===== src/rtl/core/sab_pkg.sv =====
// Shared types and constants of the suffix automaton builder.
package sab_pkg;

  // String length limit and alphabet size; the field widths below are sized for these.
  localparam int MAX_STRING  = 1024;
  localparam int ALPHABET    = 10;

  // Width of every state index, length and count field on the result channel.
  localparam int FIELD_W     = 11;
  localparam int SYM_W       = 4;
  localparam int IN_TDATA_W  = 8;
  localparam int OUT_TDATA_W = 48;

  typedef enum logic [3:0] {
    ST_IDLE,
    ST_ROOT,
    ST_ALLOC,
    ST_NEWLEN,
    ST_WALK,
    ST_QA,
    ST_QB,
    ST_COPY,
    ST_RRD,
    ST_RCHK,
    ST_REND,
    ST_FIN,
    ST_OUT
  } ctl_state_t;

  typedef enum logic [3:0] {
    OP_NONE,
    OP_LOAD,
    OP_ROOT,
    OP_ALLOC,
    OP_NEWLEN,
    OP_WALK,
    OP_QA,
    OP_QB,
    OP_COPY,
    OP_RRD,
    OP_RCHK,
    OP_REND,
    OP_FIN,
    OP_OUT
  } dp_op_t;

  typedef struct packed {
    logic ovf;       // length limit reached or symbol out of range
    logic bit_set;   // transition on the symbol present in the row just read
    logic p_zero;    // walk pointer is at the root
    logic len_match; // len(q) == len(p) + 1
    logic redir_hit; // transition on the symbol still points at q
    logic k_last;    // last transition of the clone copy
    logic out_free;  // output register can take a result this cycle
  } dp_status_t;

endpackage


===== src/rtl/core/sab_ctrl.sv =====
// Sequencer of the suffix automaton builder: walks, clone copy and redirect.
module sab_ctrl (
  input  logic                clk,
  input  logic                rst_n,
  input  logic                in_tvalid,
  output logic                in_tready,
  input  sab_pkg::dp_status_t st,
  output sab_pkg::dp_op_t     op
);

  sab_pkg::ctl_state_t state_r, state_nxt;

  always_ff @(posedge clk) begin
    if (!rst_n) begin
      state_r <= sab_pkg::ST_IDLE;
    end else begin
      state_r <= state_nxt;
    end
  end

  always_comb begin
    state_nxt = state_r;
    op        = sab_pkg::OP_NONE;
    in_tready = 1'b0;
    unique case (state_r)
      sab_pkg::ST_IDLE: begin
        in_tready = 1'b1;
        if (in_tvalid) begin
          op        = sab_pkg::OP_LOAD;
          state_nxt = sab_pkg::ST_ROOT;
        end
      end
      sab_pkg::ST_ROOT: begin
        op        = sab_pkg::OP_ROOT;
        state_nxt = st.ovf ? sab_pkg::ST_OUT : sab_pkg::ST_ALLOC;
      end
      sab_pkg::ST_ALLOC: begin
        op        = sab_pkg::OP_ALLOC;
        state_nxt = sab_pkg::ST_NEWLEN;
      end
      sab_pkg::ST_NEWLEN: begin
        op        = sab_pkg::OP_NEWLEN;
        state_nxt = sab_pkg::ST_WALK;
      end
      sab_pkg::ST_WALK: begin
        op = sab_pkg::OP_WALK;
        if (st.bit_set) begin
          state_nxt = sab_pkg::ST_QA;
        end else if (st.p_zero) begin
          state_nxt = sab_pkg::ST_FIN;
        end
      end
      sab_pkg::ST_QA: begin
        op        = sab_pkg::OP_QA;
        state_nxt = sab_pkg::ST_QB;
      end
      sab_pkg::ST_QB: begin
        op        = sab_pkg::OP_QB;
        state_nxt = st.len_match ? sab_pkg::ST_FIN : sab_pkg::ST_COPY;
      end
      sab_pkg::ST_COPY: begin
        op = sab_pkg::OP_COPY;
        if (st.k_last) begin
          state_nxt = sab_pkg::ST_RRD;
        end
      end
      sab_pkg::ST_RRD: begin
        op        = sab_pkg::OP_RRD;
        state_nxt = sab_pkg::ST_RCHK;
      end
      sab_pkg::ST_RCHK: begin
        op        = sab_pkg::OP_RCHK;
        state_nxt = (st.redir_hit && !st.p_zero) ? sab_pkg::ST_RRD : sab_pkg::ST_REND;
      end
      sab_pkg::ST_REND: begin
        op        = sab_pkg::OP_REND;
        state_nxt = sab_pkg::ST_FIN;
      end
      sab_pkg::ST_FIN: begin
        op        = sab_pkg::OP_FIN;
        state_nxt = sab_pkg::ST_OUT;
      end
      sab_pkg::ST_OUT: begin
        op = sab_pkg::OP_OUT;
        if (st.out_free) begin
          state_nxt = sab_pkg::ST_IDLE;
        end
      end
      default: begin
        state_nxt = sab_pkg::ST_IDLE;
      end
    endcase
  end

endmodule


===== config.mk =====
export PLATFORM = sky130hd
export DESIGN_NAME = sab_ctrl
export DESIGN_NICKNAME = d
export VERILOG_FILES = /design/src/rtl/core/sab_pkg.sv /design/src/rtl/core/sab_ctrl.sv
export SDC_FILE = /design/constraint.sdc
export NUM_CORES = 1
export LEC_CHECK = 0
export ABC_AREA = 1
export BUFFER_PORTS_ARGS = -buffer_cell sky130_fd_sc_hd__buf_2
export CAP_MARGIN = 20
export CORE_AREA = 2 2 39 41
export DETAILED_ROUTE_END_ITERATION = 8
export DIE_AREA = 0 0 41 43
export PLACE_DENSITY_LB_ADDON = 0.12
export SLEW_MARGIN = 20
export SYNTH_ARGS = -nofsm -noshare
export SYNTH_HDL_FRONTEND = slang
export SYNTH_SLANG_ARGS = --single-unit

===== constraint.sdc =====
create_clock -name clk -period 2.3 [get_ports clk]
set_clock_uncertainty 0.2 [all_clocks]
set_input_delay 0.115 -clock clk [delete_from_list [all_inputs] [get_ports clk]]
set_output_delay 0.115 -clock clk [all_outputs]
set_load 0.01 [all_outputs]

Word-level counts from Yosys, hierarchy flattened:

Cells that the tools add are included.

* bits in registers: 4
* bits of input ports: 10

* equality and inequality tests: 16
* multiplexer cells: 12
* reductions and logical operators: 4

Operators with widths (number)
* $pmux W4 S13: 2
* $mux W4: 7
* $eq A4 B4 Y1 const B: 5
* $eq A4 B3 Y1 const B: 4
* $eq A4 B2 Y1 const B: 2
* $ne A2 B2 Y1 const B: 3
* $eq A4 B1 Y1 const B: 1
* $logic_not A4 Y1: 1
* $reduce_and A4 Y1: 1
* $ne A3 B3 Y1 const B: 1
* $mux W1: 2
* $mux W2: 1
* $logic_and A1 B1 Y1: 1
* $logic_not A1 Y1: 1

Logic depth before layout (Yosys ltp):

Gate-level depths: netlist of run 1.

* word-level depth: 4
* gate-level depth with buffers: 9
* mapped depth without buffers: 8

Worst setup path before layout of run 1:

Ideal clock, no wire load.

* path type: register -> register
* from: register state_r[3]
* to: register state_r[1]
* setup time: 0.117 ns
* arrival time: 0.954 ns
* data required time: 1.983 ns
* setup slack: 1.030 ns
* stages on the path, launching flop included: 10
* path buffers: 1
* clock period less this slack: 1.270 ns
* cells stage by stage: dfxtp_1 > buf_6 > inv_4 > nand2_2 > nor2_2 > nand3_2 > nand2_1 > nor2_2 > nand2_1 > a21oi_1

* longest elaborated chain between the ends: 3
* elaborated cells on any way between the ends: 19

Ends and longest elaborated chain
* start: declaration: RTL line sab_ctrl.sv:11 `sab_pkg::ctl_state_t state_r, state_nxt;`
* start signal: assignment: RTL line sab_ctrl.sv:15 `state_r <= sab_pkg::ST_IDLE;`
* start signal: assignment: RTL line sab_ctrl.sv:17 `state_r <= state_nxt;`
* $eq A4 B3 Y1, or another cell as far along: RTL line sab_ctrl.sv:25 `unique case (state_r)`
* $ne A3 B3 Y1 (no line) / $ne A2 B2 Y1 (equally long branches)
* $reduce_and A4 Y1 (no line)

Parallel ways exist; a longest one is shown, timed or not.
A chain may end at the register's enable or synchronous reset.

Worst setup path in the final report of run 1:

* from: register state_r[2]
* to: register state_r[1]

Same word-level chain as after synthesis.

==> run_summary.xml, run 1 <==
<?xml version="1.0" encoding="UTF-8"?>
<metrics>
  <group name="worst_setup_path">
    <metric name="critical_path_required" unit="ns">2.22</metric>
    <metric name="rr_startpoint" unit="">state_r[2]</metric>
    <metric name="r2r_cells" unit="">8</metric>
    <metric name="cpPeakStageDelay" unit="ns">0.54</metric>
    <metric name="register_to_register_setup_slack" unit="ns">0.28</metric>
    <metric name="path_delay_family" unit="">simple AND/OR/NAND/NOR gates</metric>
    <metric name="path_class" unit="">flip-flop to flip-flop</metric>
    <metric name="arrival" unit="ns">1.94</metric>
    <metric name="setup.worst_path.end_class" unit="">flip-flop</metric>
    <metric name="crit_chain" unit="">nand2_2, nor2_2, nand3_2, nand2_1, nor2_2, nand2_1, a21oi_1, dlygate4sd3_1</metric>
    <metric name="timing.critical_path.from_type" unit="">flip-flop</metric>
    <metric name="critPathMaxFanout" unit="">11</metric>
    <metric name="regToRegEndpoint" unit="">state_r[1]</metric>
    <metric name="slowest_cell_on_crit_path" unit="">sky130_fd_sc_hd__dlygate4sd3_1</metric>
    <metric name="cp.buffers_inverters" unit="">1</metric>
  </group>
  <group name="cells_and_area">
    <metric name="registers.top_by_ff_count" unit="">state_r</metric>
    <metric name="diodes" unit="">0</metric>
    <metric name="reg_top3" unit="">state_r: 4 flops</metric>
    <metric name="drive_gt1_share" unit="%">32.0</metric>
    <metric name="layout.core_utilization" unit="%">41.6</metric>
    <metric name="final_cell_count_no_fill" unit="">113</metric>
    <metric name="finalNetCount" unit="">109</metric>
    <metric name="layout-area-overhead-vs-synth" unit="%">29.2</metric>
    <metric name="design_area" unit="µm²">576</metric>
    <metric name="max_reg_flops" unit="">4</metric>
  </group>
  <group name="logic_synthesis">
    <metric name="synth_area_per_cell" unit="µm²">5.71</metric>
    <metric name="synth_compound_gate_area_share" unit="%">11.2</metric>
    <metric name="post_synth_fa_ha_maj_area_fraction" unit="%">0</metric>
    <metric name="syn_area" unit="µm²">445</metric>
    <metric name="main_combinational_cell_family_by_area_after_synthesis" unit="">simple AND/OR/NAND/NOR gates</metric>
    <metric name="synth_cells" unit="">78</metric>
    <metric name="post_synth_and_or_nand_nor_area_fraction" unit="%">54.2</metric>
    <metric name="synthesis.nets" unit="">88</metric>
    <metric name="synth_xor_area_share" unit="%">0</metric>
    <metric name="yosysWarningCount" unit="">0</metric>
    <metric name="muxShareOfSynthArea" unit="%">0</metric>
    <metric name="synth_top_cell_area_share" unit="%">18.0</metric>
    <metric name="synth-seq-area-share" unit="%">18.0</metric>
    <metric name="netlist_top_cells_area" unit="">sky130_fd_sc_hd__dfxtp_1 (18%), sky130_fd_sc_hd__nand2_1 (18%), sky130_fd_sc_hd__inv_1 (7.6%)</metric>
    <metric name="netlist.top_cell.by_area" unit="">sky130_fd_sc_hd__dfxtp_1</metric>
    <metric name="yosys.cell_types.count" unit="">19</metric>
    <metric name="ys_seq_elements" unit="">4</metric>
  </group>
  <group name="sta">
    <metric name="fin_worst_hold_slack" unit="ns">0.0630</metric>
    <metric name="post-route-period-util" unit="%">87.8</metric>
    <metric name="max_clock_freq" unit="MHz">495</metric>
    <metric name="finalHoldViolCount" unit="">0</metric>
    <metric name="final.setup.tns" unit="ns">0</metric>
    <metric name="timing.max_slew.rel_slack" unit="%">76.1</metric>
    <metric name="worst_slew_pin_slew" unit="ns">0.359</metric>
    <metric name="period_minus_slack" unit="ns">2.02</metric>
    <metric name="rsz0062_at_grt" unit="">no</metric>
    <metric name="setup_slack" unit="ns">0.280</metric>
    <metric name="report.final.slew_viol_count" unit="">0</metric>
    <metric name="setup_viol_count_final" unit="">0</metric>
  </group>
  <group name="floorplanning">
    <metric name="initial_utilization" unit="%">32.2</metric>
    <metric name="dieArea" unit="mm²">0.00176</metric>
    <metric name="core_area" unit="mm²">0.00138</metric>
    <metric name="floorplan.io_pins" unit="">15</metric>
    <metric name="standard_cell_row_count" unit="">14</metric>
    <metric name="die_w" unit="µm">41</metric>
    <metric name="fp.dieH" unit="µm">43</metric>
  </group>
  <group name="clocking">
    <metric name="cell_at_the_root_of_the_clock_tree" unit="">sky130_fd_sc_hd__clkbuf_4</metric>
    <metric name="cts_tree" unit="">built</metric>
    <metric name="insertion_delay" unit="ns">0.23</metric>
    <metric name="cts_resized" unit="">0</metric>
    <metric name="clockBufferDepth" unit="">2</metric>
    <metric name="clkSinkCount" unit="">4</metric>
    <metric name="cts-htree-levels" unit="">1</metric>
    <metric name="post_cts.repair.setup_buffers" unit="">0</metric>
    <metric name="numCtsBuffers" unit="">3</metric>
    <metric name="clk_transition_reported_paths" unit="ns">0.04</metric>
    <metric name="cts_hold_repair.buffers" unit="">4</metric>
  </group>
  <group name="place">
    <metric name="dpl_worst_slack" unit="ns">0.819</metric>
    <metric name="place_congestion" unit="">0.756</metric>
    <metric name="place.detailed.hpwl" unit="µm">924</metric>
    <metric name="placed_cells_incl_taps" unit="">106</metric>
    <metric name="post_dp_cell_area" unit="µm²">513</metric>
    <metric name="numPortBuffers" unit="">14</metric>
  </group>
  <group name="route">
    <metric name="vias_after_detailed_routing" unit="">515</metric>
    <metric name="drt_iter0_markers" unit="">0</metric>
    <metric name="route.detailed.wl_per_inst" unit="µm">10.0</metric>
    <metric name="drt_pass1_iterations" unit="">1</metric>
    <metric name="post-route-drc-count" unit="">0</metric>
    <metric name="drt.antenna.violating_nets" unit="">0</metric>
    <metric name="drt-total-wl" unit="mm">1.13</metric>
    <metric name="via_per_inst" unit="">4.56</metric>
  </group>
  <group name="global_routing">
    <metric name="global_route.usage.total" unit="%">15.7</metric>
    <metric name="grt_pass1_vias" unit="">477</metric>
    <metric name="grt_pass1_wl" unit="mm">1.90</metric>
    <metric name="grt.overflow.total" unit="">0</metric>
    <metric name="initial_antenna_violation_count" unit="">0</metric>
    <metric name="grt_max_degree" unit="">12</metric>
  </group>
  <group name="worst_hold_path">
    <metric name="timing.hold.worst_path_depth" unit="">5</metric>
    <metric name="timing.hold.worst.class" unit="">input port to flip-flop</metric>
    <metric name="min_delay_worst_endpoint" unit="">state_r[2]</metric>
    <metric name="worstHoldStart" unit="">st[5]</metric>
  </group>
  <group name="pwr">
    <metric name="leakagePower" unit="nW">0.323</metric>
    <metric name="power.ir.vdd_worst" unit="µV">366</metric>
    <metric name="p_per_area" unit="mW/mm²">1130</metric>
    <metric name="final_total_power" unit="µW">653</metric>
  </group>
  <group name="job">
    <metric name="max-cap-violations" unit="">0</metric>
  </group>
  <group name="run_status">
    <metric name="outcome" unit="">finished clean</metric>
  </group>
</metrics>
[cell usage after synthesis]
library cell              number
sky130_fd_sc_hd__and3_4        1
sky130_fd_sc_hd__o21ai_0       3
sky130_fd_sc_hd__inv_2         3
sky130_fd_sc_hd__inv_1         9
sky130_fd_sc_hd__a21oi_1       4
sky130_fd_sc_hd__nor2_1        8
sky130_fd_sc_hd__nand2_4       1
sky130_fd_sc_hd__nand2_1      21
sky130_fd_sc_hd__dfxtp_1       4
sky130_fd_sc_hd__o31ai_1       1
sky130_fd_sc_hd__nand4_1       1
sky130_fd_sc_hd__nor3_1        5
sky130_fd_sc_hd__a22oi_1       1
sky130_fd_sc_hd__inv_4         1
sky130_fd_sc_hd__nor2_2        4
sky130_fd_sc_hd__buf_6         2
sky130_fd_sc_hd__nand3_2       1
sky130_fd_sc_hd__nand3_1       5
sky130_fd_sc_hd__nand2_2       3
[worst max-delay path by stage]
stage / from / end / slack, ns / cells past startpoint
5_1_grt: state_r[2] / state_r[1] / 0.12 / 8
6_report: state_r[2] / state_r[1] / 0.28 / 8
3_5_place_dp: state_r[2] / state_r[1] / 0.82 / 7
2_1_floorplan: state_r[3] / state_r[1] / 1.03 / 9
3_3_place_gp: state_r[2] / state_r[1] / 0.81 / 7
4_1_cts: state_r[2] / state_r[1] / 0.27 / 8
[cells by family after synthesis]
family          Yosys count
simple gates             50
compound gates            9
buf+inv                  15
flops                     4
[placed cells by master, fill, tap and decap left out]
| master | netlist | layout |
|---|---|---|
| sky130_fd_sc_hd__nor3_1 | 5 | 5 |
| sky130_fd_sc_hd__o21ai_0 | 3 | 3 |
| sky130_fd_sc_hd__nand4_1 | 1 | 1 |
| sky130_fd_sc_hd__nand2_4 | 1 | 1 |
| sky130_fd_sc_hd__a21oi_1 | 4 | 4 |
| sky130_fd_sc_hd__and3_4 | 1 | 1 |
| sky130_fd_sc_hd__nor2_1 | 8 | 8 |
| sky130_fd_sc_hd__clkbuf_4 | 0 | 3 |
| sky130_fd_sc_hd__buf_2 | 0 | 14 |
| sky130_fd_sc_hd__inv_4 | 1 | 1 |
| sky130_fd_sc_hd__nor2_2 | 4 | 4 |
| sky130_fd_sc_hd__inv_1 | 9 | 9 |
| sky130_fd_sc_hd__nand3_1 | 5 | 5 |
| sky130_fd_sc_hd__inv_2 | 3 | 3 |
| sky130_fd_sc_hd__nand3_2 | 1 | 1 |
| sky130_fd_sc_hd__nand2_1 | 21 | 21 |
| sky130_fd_sc_hd__o31ai_1 | 1 | 1 |
| sky130_fd_sc_hd__nand2_2 | 3 | 3 |
| sky130_fd_sc_hd__dfxtp_1 | 4 | 4 |
| sky130_fd_sc_hd__a22oi_1 | 1 | 1 |
| sky130_fd_sc_hd__dlygate4sd3_1 | 0 | 4 |
[worst reg2reg max path, stage by stage (launching register included)]
cell and delay, ns:
sky130_fd_sc_hd__dfxtp_1 0.53, sky130_fd_sc_hd__nand2_2 0.13, sky130_fd_sc_hd__nor2_2 0.17, sky130_fd_sc_hd__nand3_2 0.09, sky130_fd_sc_hd__nand2_1 0.08, sky130_fd_sc_hd__nor2_2 0.05
sky130_fd_sc_hd__nand2_1 0.06, sky130_fd_sc_hd__a21oi_1 0.05, sky130_fd_sc_hd__dlygate4sd3_1 0.54
[per-layer routing]
metal / track usage, % / vias to the layer above / part of all wire, %
li1: - / 287 / -
met1: 21.2 / 220 / 47
met2: 23.4 / 8 / 50
met3: 1.57 / 0 / 3.1
met4: 8.00 / 0 / 0
met5: 0 / - / 0
[report_power, final]
group | switching (mW) | leakage [nW] | total [mW] | internal, mW
clock | 0.0279 | 0.0138 | 0.0862 | 0.0583
sequential | 0.0558 | 0.0328 | 0.152 | 0.0961
combinational | 0.246 | 0.277 | 0.415 | 0.169
[layout make-up]
type                            instances  area, µm²
Multi-Input combinational cell         59        292
Tap cell                               16       20.0
Inverter                               13       51.3
Clock buffer                            3       22.5
Fill cell                             171        808
Timing Repair Buffer                   18        110
Sequential cell                         4       80.1
(Power assumes the default switching activity.)
==> inputs of run 2 (changes only) <==
Settings changed: BUFFER_PORTS_ARGS -buffer_cell sky130_fd_sc_hd__buf_2 to unset, DONT_BUFFER_PORTS set to 1, MAX_ROUTING_LAYER set to met4.
==> run_summary.xml, run 2 (synthesis gave the netlist of run 1 again) <==
<?xml version="1.0" encoding="UTF-8"?>
<metrics>
  <group name="global_routing">
    <metric name="global_route.usage.total" unit="%">15.6</metric>
    <metric name="grt_pass1_vias" unit="">466</metric>
    <metric name="initial_antenna_violation_count" unit="">0</metric>
    <metric name="grt.overflow.total" unit="">0</metric>
    <metric name="grt_max_degree" unit="">12</metric>
    <metric name="grt_pass1_wl" unit="mm">1.85</metric>
  </group>
  <group name="worst_setup_path">
    <metric name="crit_chain" unit="">nand2_2, nor2_2, nand3_2, nand2_1, nor2_2, nand2_1, a21oi_1, dlygate4sd3_1</metric>
    <metric name="cp.buffers_inverters" unit="">1</metric>
    <metric name="setup.worst_path.end_class" unit="">flip-flop</metric>
    <metric name="path_class" unit="">flip-flop to flip-flop</metric>
    <metric name="arrival" unit="ns">1.99</metric>
    <metric name="path_delay_family" unit="">simple AND/OR/NAND/NOR gates</metric>
    <metric name="crit_path_start" unit="">state_r[2]</metric>
    <metric name="critical_path_required" unit="ns">2.21</metric>
    <metric name="worstSetupPathDepth" unit="">8</metric>
    <metric name="r2r_cells" unit="">8</metric>
    <metric name="slowest_cell_on_crit_path" unit="">sky130_fd_sc_hd__dfxtp_1</metric>
    <metric name="register_to_register_setup_slack" unit="ns">0.22</metric>
    <metric name="rr_startpoint" unit="">state_r[2]</metric>
    <metric name="critPathMaxFanout" unit="">11</metric>
    <metric name="timing.critical_path.from_type" unit="">flip-flop</metric>
    <metric name="regToRegEndpoint" unit="">state_r[3]</metric>
    <metric name="cpPeakStageDelay" unit="ns">0.56</metric>
    <metric name="worst_setup_path_endpoint" unit="">state_r[3]</metric>
  </group>
  <group name="clocking">
    <metric name="insertion_delay" unit="ns">0.23</metric>
    <metric name="cts-htree-levels" unit="">1</metric>
    <metric name="clk_transition_reported_paths" unit="ns">0.04</metric>
    <metric name="cts_resized" unit="">0</metric>
    <metric name="clkSinkCount" unit="">4</metric>
    <metric name="clockBufferDepth" unit="">2</metric>
    <metric name="cts_tree" unit="">built</metric>
    <metric name="numCtsBuffers" unit="">3</metric>
    <metric name="cell_at_the_root_of_the_clock_tree" unit="">sky130_fd_sc_hd__clkbuf_4</metric>
  </group>
  <group name="floorplanning">
    <metric name="die_w" unit="µm">41</metric>
    <metric name="fp.dieH" unit="µm">43</metric>
    <metric name="standard_cell_row_count" unit="">14</metric>
    <metric name="initial_utilization" unit="%">32.2</metric>
    <metric name="core_area" unit="mm²">0.00138</metric>
    <metric name="floorplan.io_pins" unit="">15</metric>
    <metric name="dieArea" unit="mm²">0.00176</metric>
  </group>
  <group name="sta">
    <metric name="timing.max_slew.rel_slack" unit="%">72.7</metric>
    <metric name="setup_slack" unit="ns">0.217</metric>
    <metric name="finalHoldViolCount" unit="">0</metric>
    <metric name="report.final.slew_viol_count" unit="">0</metric>
    <metric name="setup_viol_count_final" unit="">0</metric>
    <metric name="worst_slew_pin_slew" unit="ns">0.405</metric>
    <metric name="rsz0062_at_grt" unit="">no</metric>
    <metric name="period_minus_slack" unit="ns">2.08</metric>
    <metric name="fin_worst_hold_slack" unit="ns">0.0351</metric>
    <metric name="final.setup.tns" unit="ns">0</metric>
    <metric name="max_clock_freq" unit="MHz">480</metric>
    <metric name="post-route-period-util" unit="%">90.5</metric>
  </group>
  <group name="cells_and_area">
    <metric name="n_fill_cell" unit="">161</metric>
    <metric name="final-seq-area" unit="µm²">80.1</metric>
    <metric name="layout.core_utilization" unit="%">36.5</metric>
    <metric name="most-common-layout-cells" unit="">sky130_fd_sc_hd__nand2_1 (21), sky130_fd_sc_hd__inv_1 (9), sky130_fd_sc_hd__nor2_1 (8)</metric>
    <metric name="layout.cells.most_common" unit="">sky130_fd_sc_hd__nand2_1</metric>
    <metric name="drive_gt1_share" unit="%">20.5</metric>
    <metric name="design_area" unit="µm²">505</metric>
    <metric name="reg_top3" unit="">state_r: 4 flops</metric>
    <metric name="finalNetCount" unit="">95</metric>
    <metric name="max_reg_flops" unit="">4</metric>
    <metric name="layout-area-overhead-vs-synth" unit="%">13.5</metric>
    <metric name="diodes" unit="">0</metric>
    <metric name="multi_input_comb_area" unit="µm²">292</metric>
    <metric name="registers.top_by_ff_count" unit="">state_r</metric>
    <metric name="final_cell_count_no_fill" unit="">99</metric>
  </group>
  <group name="pwr">
    <metric name="power.ir.vdd_worst" unit="µV">375</metric>
    <metric name="final_total_power" unit="µW">600</metric>
    <metric name="leakagePower" unit="nW">0.265</metric>
    <metric name="p_per_area" unit="mW/mm²">1190</metric>
  </group>
  <group name="route">
    <metric name="drt-total-wl" unit="mm">1.11</metric>
    <metric name="drt.antenna.violating_nets" unit="">0</metric>
    <metric name="drt_iter0_markers" unit="">8</metric>
    <metric name="route.detailed.wl_per_inst" unit="µm">11.2</metric>
    <metric name="drt_pass1_iterations" unit="">4</metric>
    <metric name="vias_after_detailed_routing" unit="">483</metric>
    <metric name="post-route-drc-count" unit="">0</metric>
    <metric name="via_per_inst" unit="">4.88</metric>
  </group>
  <group name="place">
    <metric name="placed_cells_incl_taps" unit="">92</metric>
    <metric name="numPortBuffers" unit="">0</metric>
    <metric name="post_dp_cell_area" unit="µm²">443</metric>
    <metric name="dpl_worst_slack" unit="ns">0.787</metric>
    <metric name="place_congestion" unit="">0.804</metric>
    <metric name="place.detailed.hpwl" unit="µm">906</metric>
  </group>
  <group name="run_status">
    <metric name="outcome" unit="">finished clean</metric>
  </group>
  <group name="job">
    <metric name="max-cap-violations" unit="">0</metric>
  </group>
  <group name="worst_hold_path">
    <metric name="timing.hold.worst.class" unit="">input port to flip-flop</metric>
  </group>
</metrics>
==> run 2: cell count changes in the layout (fill, tap and decap cells not counted), sizes merged <==
cell and change:
buf -14
==> run 2: area by class of cell <==
type                    count  area share (%)
clock buffers               3            4.46
inverters                  13            10.1
multi-input cells          59            57.7
flip-flops and latches      4            15.8
well taps                  16            3.96
repair buffers              4            7.92
==> run 2: worst reg2reg max path, stage by stage (launching register included) <==
cell and delay (ns):
sky130_fd_sc_hd__dfxtp_1 0.56, sky130_fd_sc_hd__nand2_2 0.14, sky130_fd_sc_hd__nor2_2 0.18, sky130_fd_sc_hd__nand3_2 0.09, sky130_fd_sc_hd__nand2_1 0.08, sky130_fd_sc_hd__nor2_2 0.05
sky130_fd_sc_hd__nand2_1 0.05, sky130_fd_sc_hd__a21oi_1 0.05, sky130_fd_sc_hd__dlygate4sd3_1 0.56
==> run 2: metal layers <==
layer / GRT usage (%) / vias up / wire [µm]
li1: - / 258 / -
met5: - / - / 0
met4: 8.00 / 0 / 0
met1: 17.9 / 216 / 489
met2: 24.1 / 9 / 562
met3: 3.66 / 0 / 54
==> run 2: report_power, final <==
part	switching (mW)	internal, mW	total [mW]
Combinational	0.234	0.126	0.360
Clock	0.0272	0.0583	0.0854
Sequential	0.0585	0.0961	0.155
==> run 2: how the worst min path moves through the flow <==
stage	start	to	slack (ns)	cells past startpoint
4_1_cts	st[6]	state_r[1]	0.03	5
6_report	st[6]	state_r[1]	0.04	5
2_1_floorplan	rst_n	state_r[3]	0.05	2
3_5_place_dp	rst_n	state_r[3]	0.08	2
5_1_grt	st[0]	state_r[2]	0.05	4
3_3_place_gp	rst_n	state_r[3]	0.06	2
==> run 2: what timing repair did <==
action                                  4_1_cts  5_1_grt
endpoints found under the hold margin         4        0
setup buffers                                 0        0
hold buffers                                  4        0
endpoints found under the setup margin        0        0
==> inputs of run 3 (changes only) <==
Settings changed: ABC_AREA 1 to unset.
==> run_summary.xml, run 3 <==
<?xml version="1.0" encoding="UTF-8"?>
<metrics>
  <group name="run_status">
    <metric name="outcome" unit="">finished with violations</metric>
    <metric name="violations_in_the_final_reports" unit="">negative hold slack</metric>
  </group>
  <group name="logic_synthesis">
    <metric name="ys_async_sr_fraction" unit="%">0</metric>
    <metric name="dominantRegCellSynth" unit="">sky130_fd_sc_hd__dfxtp_1</metric>
    <metric name="netlist_top_cells_area" unit="">sky130_fd_sc_hd__dfxtp_1 (16%), sky130_fd_sc_hd__buf_6 (9.0%), sky130_fd_sc_hd__nand2b_1 (5.0%)</metric>
    <metric name="ys_seq_elements" unit="">4</metric>
    <metric name="yosys.cell_types.count" unit="">31</metric>
    <metric name="syn_area" unit="µm²">499</metric>
    <metric name="synth-seq-area-share" unit="%">16.0</metric>
    <metric name="yosysWarningCount" unit="">0</metric>
    <metric name="synth-edff-count" unit="">0</metric>
    <metric name="synth_cells" unit="">65</metric>
    <metric name="synth_top_cell_area_share" unit="%">16.0</metric>
    <metric name="synthesis.nets" unit="">75</metric>
    <metric name="synthMostInstantiatedCell" unit="">sky130_fd_sc_hd__nand2_1</metric>
    <metric name="synth_area_per_cell" unit="µm²">7.68</metric>
    <metric name="netlist.top_cell.by_area" unit="">sky130_fd_sc_hd__dfxtp_1</metric>
  </group>
  <group name="worst_setup_path">
    <metric name="arrival" unit="ns">2.06</metric>
    <metric name="regToRegEndpoint" unit="">state_r[2]</metric>
    <metric name="timing.critical_path.from_type" unit="">flip-flop</metric>
    <metric name="crit_path_start" unit="">state_r[2]</metric>
    <metric name="critPathMaxFanout" unit="">18</metric>
    <metric name="critical_path_required" unit="ns">2.28</metric>
    <metric name="setup.worst_path.end_class" unit="">flip-flop</metric>
    <metric name="rr_startpoint" unit="">state_r[2]</metric>
    <metric name="register_to_register_setup_slack" unit="ns">0.21</metric>
    <metric name="r2r_cells" unit="">5</metric>
    <metric name="path_class" unit="">flip-flop to flip-flop</metric>
  </group>
  <group name="route">
    <metric name="route.detailed.wl_per_inst" unit="µm">14.1</metric>
    <metric name="drt-total-wl" unit="mm">1.15</metric>
    <metric name="post-route-drc-count" unit="">0</metric>
    <metric name="drt_iter0_markers" unit="">10</metric>
    <metric name="via_per_inst" unit="">5.70</metric>
    <metric name="drt_pass1_iterations" unit="">3</metric>
    <metric name="drt.antenna.violating_nets" unit="">0</metric>
    <metric name="vias_after_detailed_routing" unit="">467</metric>
  </group>
  <group name="cells_and_area">
    <metric name="design_area" unit="µm²">537</metric>
    <metric name="registers.top_by_ff_count" unit="">state_r</metric>
    <metric name="most-common-layout-cells" unit="">sky130_fd_sc_hd__nand2_1 (6), sky130_fd_sc_hd__dlygate4sd3_1 (6), sky130_fd_sc_hd__a21oi_1 (4), sky130_fd_sc_hd__o21ai_1 (4), sky130_fd_sc_hd__nand2b_1 (4)</metric>
    <metric name="final-seq-area" unit="µm²">82.6</metric>
    <metric name="reg_top3" unit="">state_r: 4 flops</metric>
    <metric name="max_reg_flops" unit="">4</metric>
    <metric name="layout-area-overhead-vs-synth" unit="%">7.52</metric>
    <metric name="n_fill_cell" unit="">156</metric>
    <metric name="finalNetCount" unit="">78</metric>
    <metric name="diodes" unit="">0</metric>
    <metric name="multi_input_comb_area" unit="µm²">348</metric>
    <metric name="drive_gt1_share" unit="%">21.2</metric>
  </group>
  <group name="clocking">
    <metric name="insertion_delay" unit="ns">0.25</metric>
    <metric name="clkSinkCount" unit="">4</metric>
    <metric name="clockBufferDepth" unit="">2</metric>
    <metric name="cts-htree-levels" unit="">1</metric>
    <metric name="clk_transition_reported_paths" unit="ns">0.04</metric>
    <metric name="post_cts.repair.setup_buffers" unit="">0</metric>
    <metric name="cts_tree" unit="">built</metric>
    <metric name="cell_at_the_root_of_the_clock_tree" unit="">sky130_fd_sc_hd__clkbuf_4</metric>
    <metric name="numCtsBuffers" unit="">3</metric>
  </group>
  <group name="floorplanning">
    <metric name="floorplan.io_pins" unit="">15</metric>
    <metric name="dieArea" unit="mm²">0.00176</metric>
    <metric name="standard_cell_row_count" unit="">14</metric>
    <metric name="die_w" unit="µm">41</metric>
    <metric name="initial_utilization" unit="%">36.1</metric>
    <metric name="fp.dieH" unit="µm">43</metric>
    <metric name="core_area" unit="mm²">0.00138</metric>
  </group>
  <group name="global_routing">
    <metric name="grt_pass1_wl" unit="mm">1.95</metric>
    <metric name="grt_pass1_vias" unit="">426</metric>
    <metric name="grt_max_degree" unit="">24</metric>
    <metric name="global_route.usage.total" unit="%">16.6</metric>
    <metric name="grt.overflow.total" unit="">0</metric>
    <metric name="initial_antenna_violation_count" unit="">0</metric>
  </group>
  <group name="pwr">
    <metric name="share_comb_of_total_power" unit="%">41.3</metric>
    <metric name="p_per_area" unit="mW/mm²">880</metric>
    <metric name="leakagePower" unit="nW">0.190</metric>
    <metric name="power.ir.vdd_worst" unit="µV">215</metric>
    <metric name="p_clk_share" unit="%">19.4</metric>
    <metric name="share_seq_of_total_power" unit="%">39.2</metric>
    <metric name="netSwitchingFraction" unit="%">46.7</metric>
    <metric name="switching_power" unit="µW">221</metric>
    <metric name="internal_power" unit="µW">252</metric>
  </group>
  <group name="sta">
    <metric name="report.final.slew_viol_count" unit="">0</metric>
    <metric name="setup_viol_count_final" unit="">0</metric>
    <metric name="finalHoldViolCount" unit="">1</metric>
    <metric name="post-route-period-util" unit="%">90.7</metric>
    <metric name="worst_slew_pin_slew" unit="ns">0.621</metric>
    <metric name="timing.max_slew.rel_slack" unit="%">58.6</metric>
    <metric name="period_minus_slack" unit="ns">2.09</metric>
    <metric name="final.setup.tns" unit="ns">0</metric>
    <metric name="rsz0062_at_grt" unit="">no</metric>
    <metric name="max_clock_freq" unit="MHz">479</metric>
    <metric name="fin_worst_hold_slack" unit="ns">-0.000100</metric>
    <metric name="setup_slack" unit="ns">0.214</metric>
  </group>
  <group name="worst_hold_path">
    <metric name="worstHoldStart" unit="">in_tvalid</metric>
    <metric name="timing.hold.worst.class" unit="">input port to flip-flop</metric>
    <metric name="min_delay_worst_endpoint" unit="">state_r[0]</metric>
    <metric name="timing.hold.worst_path_depth" unit="">3</metric>
  </group>
  <group name="place">
    <metric name="post_dp_cell_area" unit="µm²">452</metric>
    <metric name="place.detailed.hpwl" unit="µm">766</metric>
    <metric name="numPortBuffers" unit="">0</metric>
    <metric name="dpl_worst_slack" unit="ns">0.509</metric>
    <metric name="place_congestion" unit="">0.722</metric>
  </group>
  <group name="job">
    <metric name="max-cap-violations" unit="">0</metric>
  </group>
</metrics>
run 3: cell count changes after synthesis, moves of 4 or more:
cell / delta
sky130_fd_sc_hd__nand2_1: -15
sky130_fd_sc_hd__inv_1: -8
sky130_fd_sc_hd__nor2_1: -6
sky130_fd_sc_hd__nand2b_1: +4
sky130_fd_sc_hd__nor2_2: -4
sky130_fd_sc_hd__o21ai_1: +4
run 3: power groups by stage:
stage	Sequential [mW]	Clock, mW	Combinational (mW)
6_report	0.185	0.0918	0.195
5_1_grt	0.199	0.102	0.219
4_1_cts	0.182	0.0955	0.198
3_5_place_dp	0.183	0	0.183
3_3_place_gp	0.184	0	0.184
2_1_floorplan	0.0980	0	0.279
run 3: timing repair:
item / CTS / global route
endpoints found under the hold margin: 4 / 0
gates resized for setup: 0 / 2
endpoints found under the setup margin: 0 / 1
hold buffers: 6 / 0
run 3: worst max-delay path by stage:
stage	endpoint	slack, ns	depth (start not counted)
3_3_place_gp	state_r[3]	0.51	4
4_1_cts	state_r[2]	0.08	5
3_5_place_dp	state_r[3]	0.51	4
6_report	state_r[2]	0.21	5
2_1_floorplan	state_r[3]	0.87	5
5_1_grt	state_r[2]	0.04	5
run 3: area by class of cell:
class / instances / share of cell area (%)
clock buffer: 3 / 4.20
tap: 16 / 3.73
sequential: 4 / 15.4
multi-input combinational: 52 / 64.8
timing repair buffer: 6 / 11.2
inverter: 1 / 0.699
run 3: cell families (layout without fill, tap and decap cells):
group	after synthesis	in the layout	share of synthesized area, %
simple gates	29	29	38.3
compound gates	22	22	29.6
buf+inv	9	10	14.3
flops	4	4	16.0
xor+xnor	1	1	1.75
run 3: through the flow:
step / utilization (%) / instances / hold WS, ns / total power [mW]
5_1_grt: 38.8 / 82 / 0.000249 / 0.520
6_report: 38.8 / 82 / -0.000100 / 0.472
3_3_place_gp: 32.6 / 73 / 0.0782 / 0.368
2_1_floorplan: - / 65 / 0.0470 / 0.377
4_1_cts: 38.6 / 82 / 0.00530 / 0.476
3_5_place_dp: 32.6 / 73 / 0.0737 / 0.365
run 3: metal layers:
| layer | wire length (µm) | global-route usage (%) | up-vias |
|---|---|---|---|
| li1 | - | - | 241 |
| met1 | 559 | 24.4 | 211 |
| met2 | 512 | 22.2 | 13 |
| met3 | 55 | 1.57 | 2 |
| met4 | 25 | 8.00 | 0 |
| met5 | 0 | - | - |
run 3: critical path, stage by stage (launching register included):
cell	delay (ns)
sky130_fd_sc_hd__dfxtp_1	0.70
sky130_fd_sc_hd__o21ai_1	0.14
sky130_fd_sc_hd__a21oi_1	0.17
sky130_fd_sc_hd__o21bai_1	0.07
sky130_fd_sc_hd__a31oi_1	0.17
sky130_fd_sc_hd__dlygate4sd3_1	0.57
